**config.mk**
```make
export PLATFORM = sky130hd
export DESIGN_NAME = deadline_timer_queue
export DESIGN_NICKNAME = d
export VERILOG_FILES = /design/src/hw/rtl/dtq_pkg.sv /design/src/hw/rtl/dtq_ram.sv /design/src/hw/rtl/deadline_timer_queue.sv
export SDC_FILE = /design/constraint.sdc
export NUM_CORES = 2
export LEC_CHECK = 0
export BUFFER_PORTS_ARGS = -buffer_cell sky130_fd_sc_hd__buf_4
export CELL_PAD_IN_SITES_DETAIL_PLACEMENT = 1
export CELL_PAD_IN_SITES_GLOBAL_PLACEMENT = 1
export CORE_ASPECT_RATIO = 0.5
export CORE_UTILIZATION = 54
export CTS_CLUSTER_DIAMETER = 150
export DETAILED_ROUTE_END_ITERATION = 7
export PLACE_DENSITY_LB_ADDON = 0.1
export SYNTH_ARGS = -nofsm -noshare
export SYNTH_HDL_FRONTEND = slang
export SYNTH_SLANG_ARGS = --single-unit
```
**constraint.sdc**
```tcl
create_clock -name aclk -period 7.95 [get_ports aclk]
set_input_delay 1.59 -clock aclk [delete_from_list [all_inputs] [get_ports aclk]]
set_output_delay 1.59 -clock aclk [all_outputs]
set_load 0.03 [all_outputs]
```
**src/hw/rtl/dtq_pkg.sv**
```systemverilog
`default_nettype none
package dtq_pkg;

    localparam int NUM_TIMERS_DEF = 16;
    localparam int MAX_OUT        = 16;
    localparam int OUT_IW         = 4;   // index into the expired list
    localparam int OUT_CW         = 5;   // expired count, 0..MAX_OUT
    localparam int TIME_W         = 52;
    localparam int PERIOD_W       = 40;
    localparam int LEAD_W         = 20;
    localparam int GEN_W          = 8;
    localparam int SLOT_W         = 4;
    localparam logic [LEAD_W-1:0] MIN_LEAD_RST = LEAD_W'(100);
    localparam logic [TIME_W-1:0] TIME_MAX     = {TIME_W{1'b1}};

    typedef enum logic [1:0] {
        FUNC_ADD    = 2'd0,
        FUNC_CANCEL = 2'd1,
        FUNC_TICK   = 2'd2,
        FUNC_NONE   = 2'd3
    } func_t;

    typedef enum logic [2:0] {
        ST_ADDED    = 3'd0,
        ST_FULL     = 3'd1,
        ST_CANCELED = 3'd2,
        ST_NOTFOUND = 3'd3,
        ST_EXPIRED  = 3'd4,
        ST_NONE     = 3'd5
    } status_t;

    typedef struct packed {
        logic [1:0]          func;
        logic [TIME_W-1:0]   now;
        logic [TIME_W-1:0]   deadline;
        logic [PERIOD_W-1:0] period;
        logic [SLOT_W-1:0]   slot_in;
        logic [GEN_W-1:0]    generation_in;
    } req_t;

    typedef struct packed {
        logic [2:0]        status;
        logic [SLOT_W-1:0] slot;
        logic [GEN_W-1:0]  generation;
        logic              earliest_changed;
        logic              next_valid;
        logic [TIME_W-1:0] next_deadline;
        logic [TIME_W-1:0] arm_delay;
        logic              last;
    } rsp_t;

endpackage
`default_nettype wire

```
**src/hw/rtl/dtq_ram.sv**
```systemverilog
`default_nettype none
module dtq_ram #(
    parameter int WIDTH = 8,
    parameter int DEPTH = 16
) (
    input  wire logic                                   aclk,
    input  wire logic                                   we,
    input  wire logic [(DEPTH > 1 ? $clog2(DEPTH) : 1)-1:0] waddr,
    input  wire logic [WIDTH-1:0]                       wdata,
    input  wire logic [(DEPTH > 1 ? $clog2(DEPTH) : 1)-1:0] raddr,
    output logic      [WIDTH-1:0]                       rdata
);
    logic [WIDTH-1:0] mem [DEPTH];

    always_ff @(posedge aclk) begin
        if (we) begin
            mem[waddr] <= wdata;
        end
        rdata <= mem[raddr];
    end
endmodule
`default_nettype wire

```
**src/hw/rtl/deadline_timer_queue.sv**
```systemverilog
// Deadline timer queue: a table of NUM_TIMERS timers (deadline, period, generation).
// Requests enter on s_valid/s_ready with s_data (func, now, deadline, period,
// slot_in, generation_in); results leave on m_valid/m_ready with m_data.
// min_lead is written on cfg_valid/cfg_ready/cfg_data, always ready; the user must write it
// only while idle, which the block does not enforce. One request is in work at a time;
// s_ready is high only between requests. Every add, cancel and tick request scans the
// table one slot per cycle through the single deadline RAM read port and one pair of
// 52-bit compares. An add or cancel gives one result, also on a full table.
//   tick: one selection pass per expired timer, up to 16, plus a pass that finds
//   none while fewer than 16 are found; then a re-arm or free per expired timer,
//   the final earliest-deadline scan, the arm delay, then one result per expired timer.
//   func 3 is taken and dropped, no result.
// A stalled receiver holds the output register; the sequencer waits on it.
// Reset (aresetn low, synchronous) empties the table, clears generations to 0
// and sets min_lead to 100; no clearing pass is needed.
`default_nettype none
module deadline_timer_queue #(
    parameter int NUM_TIMERS = dtq_pkg::NUM_TIMERS_DEF
) (
    input  wire logic                        aclk,
    input  wire logic                        aresetn,
    input  wire logic                        s_valid,
    output logic                             s_ready,
    input  wire dtq_pkg::req_t               s_data,
    output logic                             m_valid,
    input  wire logic                        m_ready,
    output dtq_pkg::rsp_t                    m_data,
    input  wire logic                        cfg_valid,
    output logic                             cfg_ready,
    input  wire logic [dtq_pkg::LEAD_W-1:0]  cfg_data
);
    localparam int IDXW = (NUM_TIMERS > 1) ? $clog2(NUM_TIMERS) : 1;
    localparam int CNTW = IDXW + 1;
    localparam logic [IDXW-1:0] LAST_IDX = IDXW'(NUM_TIMERS - 1);

    typedef enum logic [3:0] {
        S_IDLE, S_ADD_FIND, S_ADD_RD, S_ADD_WR, S_CAN_RD, S_CAN_CHK,
        S_SEL, S_UPD_RD, S_UPD_WR, S_EARL, S_ARM, S_EMIT_RD, S_EMIT_OUT
    } state_t;

    state_t                        state_reg;
    dtq_pkg::req_t                 req_reg;
    logic [dtq_pkg::LEAD_W-1:0]    min_lead_reg;
    logic [NUM_TIMERS-1:0]         valid_reg;
    logic [NUM_TIMERS-1:0]         gen_wr_reg;
    logic [NUM_TIMERS-1:0]         taken_reg;
    logic [IDXW-1:0]               order_reg [dtq_pkg::MAX_OUT];
    logic [dtq_pkg::OUT_CW-1:0]    n_reg;
    logic [dtq_pkg::OUT_IW-1:0]    k_reg;
    logic [CNTW-1:0]               iss_reg;
    logic                          rdv_reg;
    logic [IDXW-1:0]               ridx_reg;
    logic                          found_reg;
    logic [dtq_pkg::TIME_W-1:0]    best_reg;
    logic [IDXW-1:0]               best_idx_reg;
    logic [IDXW-1:0]               free_idx_reg;
    logic                          excl_reg;
    logic [2:0]                    status_reg;
    logic                          ec_reg;
    logic                          nv_reg;
    logic [dtq_pkg::TIME_W-1:0]    nd_reg;
    logic [dtq_pkg::TIME_W-1:0]    ad_reg;
    logic [IDXW-1:0]               gen_ra_reg;
    logic                          m_valid_reg;
    dtq_pkg::rsp_t                 m_data_reg;

    // RAM ports
    logic                          dl_we, per_we, gen_we;
    logic [IDXW-1:0]               dl_waddr, dl_raddr, per_raddr, gen_raddr;
    logic [dtq_pkg::TIME_W-1:0]    dl_wdata, dl_rdata;
    logic [dtq_pkg::PERIOD_W-1:0]  per_rdata;
    logic [dtq_pkg::GEN_W-1:0]     gen_wdata, gen_rdata, gen_q;

    logic                          free_any;
    logic [IDXW-1:0]               free_idx;
    logic                          cand;
    logic                          scan_done;
    logic [dtq_pkg::TIME_W:0]      rearm_sum;
    logic [dtq_pkg::TIME_W-1:0]    rearm_dl;
    logic [dtq_pkg::TIME_W-1:0]    lead_diff;
    logic                          sin_ok;
    logic [IDXW-1:0]               sin_idx;
    logic [IDXW-1:0]               res_idx;

    assign s_ready   = (state_reg == S_IDLE);
    assign cfg_ready = 1'b1;
    assign m_valid   = m_valid_reg;
    assign m_data    = m_data_reg;

    assign gen_q     = gen_wr_reg[gen_ra_reg] ? gen_rdata : '0;
    assign sin_ok    = (32'(req_reg.slot_in) < NUM_TIMERS);
    assign sin_idx   = IDXW'(req_reg.slot_in);
    assign res_idx   = (req_reg.func == dtq_pkg::FUNC_TICK) ? order_reg[k_reg] : free_idx_reg;
    assign scan_done = rdv_reg && (ridx_reg == LAST_IDX);

    // lowest free slot
    always_comb begin
        free_any = 1'b0;
        free_idx = '0;
        for (int i = NUM_TIMERS - 1; i >= 0; i--) begin
            if (!valid_reg[i]) begin
                free_any = 1'b1;
                free_idx = IDXW'(i);
            end
        end
    end

    always_comb begin
        cand = 1'b0;
        if (state_reg == S_SEL) begin
            cand = valid_reg[ridx_reg] && !taken_reg[ridx_reg] &&
                   (dl_rdata <= req_reg.now) && (!found_reg || dl_rdata < best_reg);
        end else begin
            cand = valid_reg[ridx_reg] && !(excl_reg && ridx_reg == free_idx_reg) &&
                   (!found_reg || dl_rdata < best_reg);
        end
    end

    assign rearm_sum = {1'b0, req_reg.now} + (dtq_pkg::TIME_W + 1)'(per_rdata);
    assign rearm_dl  = rearm_sum[dtq_pkg::TIME_W] ? dtq_pkg::TIME_MAX
                                                  : rearm_sum[dtq_pkg::TIME_W-1:0];
    assign lead_diff = (nd_reg > req_reg.now) ? nd_reg - req_reg.now : '0;

    always_comb begin
        dl_we     = 1'b0;
        dl_waddr  = free_idx_reg;
        dl_wdata  = req_reg.deadline;
        dl_raddr  = iss_reg[IDXW-1:0];
        per_we    = (state_reg == S_ADD_WR);
        per_raddr = order_reg[k_reg];
        gen_we    = (state_reg == S_ADD_WR);
        gen_wdata = gen_q + 1'b1;
        gen_raddr = res_idx;
        unique case (state_reg)
            S_ADD_WR: dl_we = 1'b1;
            S_UPD_WR: begin
                dl_we    = (per_rdata != '0);
                dl_waddr = order_reg[k_reg];
                dl_wdata = rearm_dl;
            end
            S_CAN_RD: gen_raddr = sin_idx;
            default: ;
        endcase
    end

    dtq_ram #(.WIDTH(dtq_pkg::TIME_W), .DEPTH(NUM_TIMERS)) u_dl_ram (
        .aclk(aclk), .we(dl_we), .waddr(dl_waddr), .wdata(dl_wdata),
        .raddr(dl_raddr), .rdata(dl_rdata)
    );
    dtq_ram #(.WIDTH(dtq_pkg::PERIOD_W), .DEPTH(NUM_TIMERS)) u_per_ram (
        .aclk(aclk), .we(per_we), .waddr(free_idx_reg), .wdata(req_reg.period),
        .raddr(per_raddr), .rdata(per_rdata)
    );
    dtq_ram #(.WIDTH(dtq_pkg::GEN_W), .DEPTH(NUM_TIMERS)) u_gen_ram (
        .aclk(aclk), .we(gen_we), .waddr(free_idx_reg), .wdata(gen_wdata),
        .raddr(gen_raddr), .rdata(gen_rdata)
    );

    always_ff @(posedge aclk) begin
        if (!aresetn) begin
            state_reg    <= S_IDLE;
            min_lead_reg <= dtq_pkg::MIN_LEAD_RST;
            valid_reg    <= '0;
            gen_wr_reg   <= '0;
            m_valid_reg  <= 1'b0;
            rdv_reg      <= 1'b0;
            iss_reg      <= '0;
            n_reg        <= '0;
            k_reg        <= '0;
            found_reg    <= 1'b0;
            taken_reg    <= '0;
        end else begin
            if (cfg_valid) begin
                min_lead_reg <= cfg_data;
            end
            // the emit state reloads the output register itself
            if (m_valid_reg && m_ready && state_reg != S_EMIT_OUT) begin
                m_valid_reg <= 1'b0;
            end
            gen_ra_reg <= gen_raddr;

            // shared scan pipeline: address issue, registered read, compare
            if ((state_reg == S_SEL || state_reg == S_EARL) && !scan_done) begin
                if (iss_reg < CNTW'(NUM_TIMERS)) begin
                    iss_reg <= iss_reg + 1'b1;
                    rdv_reg <= 1'b1;
                end else begin
                    rdv_reg <= 1'b0;
                end
                ridx_reg <= iss_reg[IDXW-1:0];
                if (rdv_reg && cand) begin
                    found_reg    <= 1'b1;
                    best_reg     <= dl_rdata;
                    best_idx_reg <= ridx_reg;
                end
            end

            unique case (state_reg)
                S_IDLE: begin
                    if (s_valid) begin
                        req_reg   <= s_data;
                        n_reg     <= '0;
                        k_reg     <= '0;
                        excl_reg  <= 1'b0;
                        ec_reg    <= 1'b0;
                        taken_reg <= '0;
                        iss_reg   <= '0;
                        rdv_reg   <= 1'b0;
                        found_reg <= 1'b0;
                        unique case (s_data.func)
                            dtq_pkg::FUNC_ADD:    state_reg <= S_ADD_FIND;
                            dtq_pkg::FUNC_CANCEL: state_reg <= S_CAN_RD;
                            dtq_pkg::FUNC_TICK:   state_reg <= S_SEL;
                            default:              state_reg <= S_IDLE;
                        endcase
                    end
                end
                S_ADD_FIND: begin
                    free_idx_reg <= free_idx;
                    if (free_any) begin
                        state_reg <= S_ADD_RD;
                    end else begin
                        status_reg <= dtq_pkg::ST_FULL;
                        state_reg  <= S_EARL;
                    end
                end
                S_ADD_RD: state_reg <= S_ADD_WR;
                S_ADD_WR: begin
                    valid_reg[free_idx_reg]  <= 1'b1;
                    gen_wr_reg[free_idx_reg] <= 1'b1;
                    status_reg <= dtq_pkg::ST_ADDED;
                    excl_reg   <= 1'b1;
                    state_reg  <= S_EARL;
                end
                S_CAN_RD: state_reg <= S_CAN_CHK;
                S_CAN_CHK: begin
                    if (sin_ok && valid_reg[sin_idx] && gen_q == req_reg.generation_in) begin
                        valid_reg[sin_idx] <= 1'b0;
                        status_reg <= dtq_pkg::ST_CANCELED;
                    end else begin
                        status_reg <= dtq_pkg::ST_NOTFOUND;
                    end
                    state_reg <= S_EARL;
                end
                S_SEL: begin
                    if (scan_done) begin
                        iss_reg   <= '0;
                        rdv_reg   <= 1'b0;
                        found_reg <= 1'b0;
                        if (found_reg || (rdv_reg && cand)) begin
                            order_reg[n_reg[dtq_pkg::OUT_IW-1:0]] <=
                                cand ? ridx_reg : best_idx_reg;
                            taken_reg[cand ? ridx_reg : best_idx_reg] <= 1'b1;
                            n_reg <= n_reg + 1'b1;
                            if (n_reg == dtq_pkg::OUT_CW'(dtq_pkg::MAX_OUT - 1)) begin
                                state_reg <= S_UPD_RD;
                            end
                        end else if (n_reg == '0) begin
                            status_reg <= dtq_pkg::ST_NONE;
                            state_reg  <= S_EARL;
                        end else begin
                            state_reg <= S_UPD_RD;
                        end
                    end
                end
                S_UPD_RD: state_reg <= S_UPD_WR;
                S_UPD_WR: begin
                    if (per_rdata == '0) begin
                        valid_reg[order_reg[k_reg]] <= 1'b0;
                    end
                    if (dtq_pkg::OUT_CW'(k_reg) == n_reg - 1'b1) begin
                        k_reg      <= '0;
                        status_reg <= dtq_pkg::ST_EXPIRED;
                        iss_reg    <= '0;
                        rdv_reg    <= 1'b0;
                        found_reg  <= 1'b0;
                        state_reg  <= S_EARL;
                    end else begin
                        k_reg     <= k_reg + 1'b1;
                        state_reg <= S_UPD_RD;
                    end
                end
                S_EARL: begin
                    if (scan_done) begin
                        // with excl set the scan saw the table as it was before the add
                        if (excl_reg) begin
                            nv_reg <= 1'b1;
                            if (!(found_reg || cand) ||
                                req_reg.deadline < (cand ? dl_rdata : best_reg)) begin
                                ec_reg <= 1'b1;
                                nd_reg <= req_reg.deadline;
                            end else begin
                                nd_reg <= cand ? dl_rdata : best_reg;
                            end
                        end else begin
                            nv_reg <= found_reg || cand;
                            nd_reg <= cand ? dl_rdata : (found_reg ? best_reg : '0);
                        end
                        state_reg <= S_ARM;
                    end
                end
                S_ARM: begin
                    if (!nv_reg) begin
                        ad_reg <= '0;
                    end else if (lead_diff < dtq_pkg::TIME_W'(min_lead_reg)) begin
                        ad_reg <= dtq_pkg::TIME_W'(min_lead_reg);
                    end else begin
                        ad_reg <= lead_diff;
                    end
                    if (n_reg == '0) begin
                        n_reg <= dtq_pkg::OUT_CW'(1);
                    end
                    state_reg <= S_EMIT_RD;
                end
                S_EMIT_RD: state_reg <= S_EMIT_OUT;
                S_EMIT_OUT: begin
                    if (!m_valid_reg || m_ready) begin
                        m_valid_reg                  <= 1'b1;
                        m_data_reg.status            <= status_reg;
                        m_data_reg.earliest_changed  <= ec_reg;
                        m_data_reg.next_valid        <= nv_reg;
                        m_data_reg.next_deadline     <= nd_reg;
                        m_data_reg.arm_delay         <= ad_reg;
                        m_data_reg.last <= (dtq_pkg::OUT_CW'(k_reg) == n_reg - 1'b1);
                        if (status_reg == dtq_pkg::ST_ADDED ||
                            status_reg == dtq_pkg::ST_EXPIRED) begin
                            m_data_reg.slot       <= dtq_pkg::SLOT_W'(res_idx);
                            m_data_reg.generation <= gen_q;
                        end else begin
                            m_data_reg.slot       <= '0;
                            m_data_reg.generation <= '0;
                        end
                        if (dtq_pkg::OUT_CW'(k_reg) == n_reg - 1'b1) begin
                            state_reg <= S_IDLE;
                        end else begin
                            k_reg     <= k_reg + 1'b1;
                            state_reg <= S_EMIT_RD;
                        end
                    end
                end
                default: state_reg <= S_IDLE;
            endcase
        end
    end

    a_count_bound: assert property (@(posedge aclk) disable iff (!aresetn)
        n_reg <= dtq_pkg::OUT_CW'(dtq_pkg::MAX_OUT))
        else $error("expired count beyond limit");

    a_taken_live: assert property (@(posedge aclk) disable iff (!aresetn)
        (state_reg == S_SEL) |-> ((taken_reg & ~valid_reg) == '0))
        else $error("selected timer is not live");

    a_idle_slot: assert property (@(posedge aclk) disable iff (!aresetn)
        (m_valid_reg && m_data_reg.status != dtq_pkg::ST_ADDED &&
         m_data_reg.status != dtq_pkg::ST_EXPIRED)
        |-> (m_data_reg.slot == '0 && m_data_reg.generation == '0))
        else $error("handle reported on a result without one");

    a_next_empty: assert property (@(posedge aclk) disable iff (!aresetn)
        (m_valid_reg && !m_data_reg.next_valid)
        |-> (m_data_reg.next_deadline == '0 && m_data_reg.arm_delay == '0))
        else $error("next deadline reported with empty table");

endmodule
`default_nettype wire

```
=== Yosys cells after proc, flatten, opt, wreduce, memory -nomap -nowiden ===
Memories as Yosys holds them, arrays and structs flattened. A register that Yosys moved wholly into a read port is not among the register bits.
Cells that the tools add are included.

* Add/sub/neg operators: 7
* Magnitude comparators: 16
* Eq/ne operators: 38
* Multiplexer cells: 137
* Bitwise operators: 8
* Reductions and logical operators: 62

{| class="wikitable"
|+ Operator list
! operator !! count
|-
| $mux 52 || 8
|-
| $mux 4 || 28
|-
| $lt 52x52->1 || 2
|-
| $mux 16 || 5
|-
| $add 52x40->53 || 1
|-
| $mux 1 || 53
|-
| $gt 52x52->1 || 1
|-
| $le 52x52->1 || 1
|-
| $lt 52x20->1 || 1
|-
| $sub 52x52->52 || 1
|-
| $or 16x16->16 || 3
|-
| $pmux 16 s3 || 1
|-
| $pmux 4 s12 || 1
|-
| $mux 5 || 9
|-
| $logic_not 40->1 || 1
|-
| $reduce_bool 40->1 || 1
|-
| $and 16x16->16 || 2
|-
| $not 16->16 || 2
|-
| $pmux 16 s2 || 1
|-
| $lt 4x5->1 const B || 6
|-
| $pmux 5 s3 || 2
|-
| $mux 3 || 9
|-
| $eq 4x4->1 const B || 6
|-
| $ne 2x2->1 const B || 12
|-
| other kinds (48) || 111
|}

* Flip-flop bits (word level): 547
* Memory bits (writable): 1,664
* Bits of input ports: 183
* Memories: 4

{| class="wikitable"
|+ Memory list
! memory !! words !! width !! rd ports !! clocked after memory_dff !! write ports !! line !! text
|-
| u_dl_ram.mem || 16 || 52 || 1 || 1 || 1 || dtq_ram.sv:13 || <nowiki>logic [WIDTH-1:0] mem [DEPTH];</nowiki>
|-
| u_per_ram.mem || 16 || 40 || 1 || 1 || 1 || dtq_ram.sv:13 ||
|-
| u_gen_ram.mem || 16 || 8 || 1 || 1 || 1 || dtq_ram.sv:13 ||
|-
| order_reg || 16 || 4 || 1 || 1 || 1 || deadline_timer_queue.sv:47 || <nowiki>logic [IDXW-1:0] order_reg [dtq_pkg::MAX_OUT];</nowiki>
|}

=== Longest topological paths before layout ===
* Depth after elaboration: 18
* Depth in mapped cells: 27
* Mapped depth without buffers: 24

=== Hierarchy ===
From an unflattened synthesis, not the netlist that was laid out.

* Cells, all modules: 5,920
* Area total of the unflattened synthesis: 97,614.9 sq um

{| class="wikitable"
|+ Modules (own cells, without submodules)
! module !! instances !! cells each !! area an instance (sq um) !! sequential area each (sq um)
|-
| deadline_timer_queue || 1 || 3,307 || 35,119.9 || 17,536.8
|-
| dtq_ram (u_dl_ram) || 1 || 1,344 || 32,215.9 || 26,025.0
|-
| dtq_ram (u_per_ram) || 1 || 1,040 || 25,131.6 || 20,019.2
|-
| dtq_ram (u_gen_ram) || 1 || 229 || 5,147.4 || 4,003.8
|}

=== Worst setup path before layout ===
No wires, ideal clock.

* Path kind: input port to flip-flop
* From: input aresetn
* To: register ec_reg (enable)
* Arrival time: 5.637 ns
* Data required time: 7.642 ns
* Setup slack: 2.005 ns
* Stages: 2
* Buffers on the path: 0
* Path through: and3_1 -> a2bb2oi_1

* Word-level cells in the longest chain between the ends: 1

{| class="wikitable"
|+ RTL lines
! item !! line !! text
|-
| start, declared || deadline_timer_queue.sv:21 || <nowiki>input wire logic aresetn,</nowiki>
|-
| $reduce_and 6->1 (no source line) || n/a ||
|-
| end signal, assigned || deadline_timer_queue.sv:205 || <nowiki>ec_reg <= 1'b0;</nowiki>
|-
| end signal, assigned || deadline_timer_queue.sv:290 || <nowiki>ec_reg <= 1'b1;</nowiki>
|-
| end, declared || deadline_timer_queue.sv:59 || <nowiki>logic ec_reg;</nowiki>
|}

No other way between the ends.
A chain may end at the register's enable or synchronous reset.

=== Worst setup path in the final report ===
* From: register best_reg[37] in the netlist's numbering
* To: register nd_reg[42] in the netlist's numbering (data pin)

* Word-level cells in the longest chain between the ends: 9

{| class="wikitable"
|+ RTL lines
! item !! line !! text
|-
| start, declared || deadline_timer_queue.sv:54 || <nowiki>logic [dtq_pkg::TIME_W-1:0] best_reg;</nowiki>
|-
| start signal, assigned || deadline_timer_queue.sv:193 || <nowiki>best_reg <= dl_rdata;</nowiki>
|-
| $lt 52x52->1 || deadline_timer_queue.sv:112, deadline_timer_queue.sv:115 ||
|-
| $logic_or 1x1->1 || deadline_timer_queue.sv:112, deadline_timer_queue.sv:115 ||
|-
| $logic_and 1x1->1 (on tied branches) || deadline_timer_queue.sv:114, deadline_timer_queue.sv:112 ||
|-
| $mux 1 || deadline_timer_queue.sv:110 || <nowiki>if (state_reg == S_SEL) begin</nowiki>
|-
| $mux 52 / $logic_or 1x1->1 (equally long branches) || deadline_timer_queue.sv:289, deadline_timer_queue.sv:293, deadline_timer_queue.sv:288 ||
|-
| $lt 52x52->1 / $logic_not 1->1 (equally long branches) || deadline_timer_queue.sv:289, deadline_timer_queue.sv:288 ||
|-
| $logic_or 1x1->1 || deadline_timer_queue.sv:288 || <nowiki>if (!(found_reg || cand) ||</nowiki>
|-
| $mux 52 || deadline_timer_queue.sv:288 ||
|-
| $mux 52 * || deadline_timer_queue.sv:286 || <nowiki>if (excl_reg) begin</nowiki>
|-
| end signal, assigned || deadline_timer_queue.sv:291 || <nowiki>nd_reg <= req_reg.deadline;</nowiki>
|-
| end signal, assigned || deadline_timer_queue.sv:293 || <nowiki>nd_reg <= cand ? dl_rdata : best_reg;</nowiki>
|-
| end signal, assigned || deadline_timer_queue.sv:297 || <nowiki>nd_reg <= cand ? dl_rdata : (found_reg ? best_reg : '0);</nowiki>
|-
| end, declared || deadline_timer_queue.sv:61 || <nowiki>logic [dtq_pkg::TIME_W-1:0] nd_reg;</nowiki>
|}

Every way passes the cells marked *; elsewhere a longest branch is shown, timed or not.

==> key figures <==
Logic synthesis
  – Register area share after synthesis: 0.6911
  – Average footprint of a synthesized cell: 17.13 um^2
  – Synth warnings: 0
  – Post-synthesis cell count: approximately 5700
  – Main flop type after synthesis: edfxtp_1
  – Number of flip-flops and latches in the synthesized netlist: roughly 2300
  – Number of enable flip-flop cells after synthesis: between 2000 and 2500
  – Share of synthesized flip-flops with an asynchronous set or reset: 0
  – Count of cell types in the netlist: between 90 and 100
  – Synthesized cell area: about 0.1 mm^2
  – Synthesized net count: 6170

Power and ir drop
  – IR Drop Worst-Case VDD: 0.1784 mV
  – Switching share of power: 0.2687
  – Proportion of power drawn by the clock network: 0.344
  – Register share of total power: 0.510
  – Cell Pwr Density: about 270 mW/mm^2
  – Proportion of power drawn by combinational gates: 0.146
  – Total Power Consumption: roughly 29 mW
  – Internal Dissipation: between 20 and 25 mW
  – Switching pwr: around 7.8 mW
  – Leakage power of the design: between 30 and 40 nW

Layout
  – # nets final: about 6500
  – Share of the core filled with cells in the final layout: 0.6120
  – Register area: approximately 0.068 mm^2
  – Max reg flops: around 830
  – Top library cells by usage in the layout, fill and taps aside: 2122 x edfxtp_1, 527 x mux4_2, 389 x buf_4
  – Final Instance Count excl. Fillers: between 8000 and 9000
  – Commonest non-fill, non-tap cell in the layout: edfxtp_1
  – Multi-input logic area: 0.02884 mm^2
  – Syn-to-layout area delta: 12.56%
  – Count of fill cells added during filler insertion: around 16000
  – Share of cells above drive strength 1: 0.2144
  – Final instance area: about 0.11 mm^2

STA
  – Headroom to the max-slew limit: 0.07300
  – RSZ-0062 raised after global routing: no
  – Clock Skew: 0.08357 ns
  – Post-route setup slack: between 0.5 and 0.6 ns
  – Tightest Pin Transition: approximately 1.4 ns
  – Shortest period the worst path allows: between 7 and 8 ns
  – Number of setup violations in the final report: 0
  – Post-route clock period utilization: 0.9286
  – Endpoints failing hold: 0
  – Setup Total Neg Slack: 0 ns
  – Max frequency: between 0.1 and 0.15 GHz
  – Fin Hold WS: 0.4194 ns
  – Final number of max-transition violations: 0

Critical path
  – Max FO, Critical Path: 39
  – Critical path buffer and inverter count: 3
  – Classification of the worst setup path: reg2reg
  – CP Capture Type: flip-flop
  – Family with the most delay on the worst path: compound AO/OA/AOI/OAI gates
  – Slowest cell on crit path: a211oi_1
  – Critical Path AT: 7.95 ns
  – Req. time, crit path: 8.51 ns
  – Launching element type of the critical path: flip-flop
  – Delay of the slowest cell on the worst path: about 1.0 ns

CTS
  – Setup repair bufs after CTS: 0
  – Gates resized, CTS repair: 0
  – Clock sink count: 2315
  – CTS H-Tree Depth: 4
  – Root Driver: clkbuf_16
  – Cts bufs inserted: between 200 and 250
  – Longest Clk Path Bufs: 4
  – Clock tree from TritonCTS: done
  – Clock edge transition at the registers on the reported setup and hold paths: 0.08 ns
  – Hold bufs inserted after CTS: 0
  – Clock latency reported for the late side of the worst-skew pair: roughly 0.91 ns

Placed design
  – Gpl congestion: between 0.9 and 1
  – Total cell area at the placement stage: between 0.1 and 0.15 mm^2
  – Total of buffers placed on input and output ports: roughly 310
  – Placement Setup Slack: just over 0.8 ns
  – Placed Cells incl. Taps: between 8000 and 9000
  – Final HPWL from detailed placement: around 180 mm

Floorplanning
  – Die Height: just over 300 um
  – Placement row count: 110
  – Total core area: around 0.18 mm^2
  – Die footprint: roughly 0.18 mm^2
  – Number of ports placed on the die boundary: 308
  – Die boundary width: about 600 um
  – Initial core utilization: 0.5437

Global route
  – Global-route wire length before repair: 405.3 mm
  – Largest net degree at the start of global routing: 128
  – Via count of the first global-routing pass: between 50000 and 60000
  – GRT Overall Usage: 0.3083
  – GRT Residual Overflow: 0
  – Number of antenna violations at the first check in global routing: 13

Route
  – DR DRC count: 0
  – WL per Instance: approximately 33 um
  – Total Wirelength: 282.9 mm
  – Number of violations reported at the end of detailed-routing iteration 0: around 5800
  – Antenna Violating Nets Remaining: 0
  – Avg Vias per Cell: 6.498
  – Detailed Routing Iterations Pass 1: 5
  – DR vias: approximately 56000

Job
  – MaxCap Viol Count: 0

Outcome
  – Outcome: finished clean

Worst hold path
  – Path class of the lowest-slack min-delay path: reg2reg
## final timing paths
| check | slack, ns | start | cells past startpoint | to |
|---|---|---|---|---|
| max | 0.57 | best_reg[37] | 25 | nd_reg[42] |
| min | 0.42 | ad_reg[33] | 0 | m_data[34] |
| max reg2reg | 0.57 | best_reg[37] | 25 | nd_reg[42] |
| min reg2reg | 0.42 | ad_reg[33] | 0 | m_data[34] |
## power groups by stage
stage | sequential [mW] | clock (mW) | combinational, mW
3_5_place_dp | 15.2 | 0 | 4.18
4_1_cts | 14.9 | 10.1 | 4.21
6_report | 14.9 | 10.0 | 4.26
3_3_place_gp | 15.1 | 0 | 4.01
2_1_floorplan | 14.8 | 0 | 2.82
5_1_grt | 14.9 | 10.5 | 4.57
## metal layers
metal  track usage  vias to the layer above  routed length [um]
li1              -                    23590                   -
met1        0.4162                    29750              113400
met2        0.5172                     2333              139100
met3       0.05057                      501               20080
met4        0.1028                       14               10170
met5             0                        -                  88
## kinds of logic (layout without fill, tap and decap cells)
family,after synthesis,in the layout,share of synthesized area
simple gates,1075,1075,0.05409
compound gates,877,877,0.06073
other cells,1,4,0.00003834
flops,2315,2315,0.6911
mux,613,613,0.1306
buf+inv,442,969,0.01809
xor+xnor,108,108,0.009672
fa+ha+maj,278,278,0.03572
## cell type report
| cell class | count | area share |
|---|---|---|
| repair buffers | 411 | 0.03042 |
| well taps | 2408 | 0.02737 |
| diodes | 3 | 0.00006820 |
| clock buffers | 280 | 0.05205 |
| clock inverters | 96 | 0.007820 |
| multi-input cells | 2952 | 0.2620 |
| inverters | 182 | 0.006206 |
| flip-flops and latches | 2315 | 0.6141 |
## synth_stat cells, types with 26 or more instances
library cell | number | share of area
nor3_1 | 94 | 0.0048
inv_1 | 180 | 0.0069
and3_1 | 41 | 0.0026
nand3_1 | 85 | 0.0043
and2_1 | 103 | 0.0066
mux2i_1 | 80 | 0.0082
o211ai_1 | 55 | 0.0042
a21oi_1 | 208 | 0.011
xnor2_1 | 71 | 0.0064
nor2_1 | 242 | 0.0093
edfxtp_1 | 2122 | 0.65
a31oi_1 | 66 | 0.0042
nand4_1 | 61 | 0.0039
o21a_1 | 66 | 0.0051
mux4_2 | 530 | 0.12
clkbuf_1 | 170 | 0.0065
nor2b_1 | 46 | 0.0029
ha_1 | 276 | 0.035
buf_1 | 47 | 0.0018
o21bai_1 | 51 | 0.0039
xor2_1 | 37 | 0.0033
dfxtp_1 | 193 | 0.040
nor4_1 | 27 | 0.0017
a21o_1 | 99 | 0.0076
o21ai_0 | 125 | 0.0064
nand2_1 | 279 | 0.011
buf_2 | 26 | 0.0013
(Power assumes the default switching activity.)
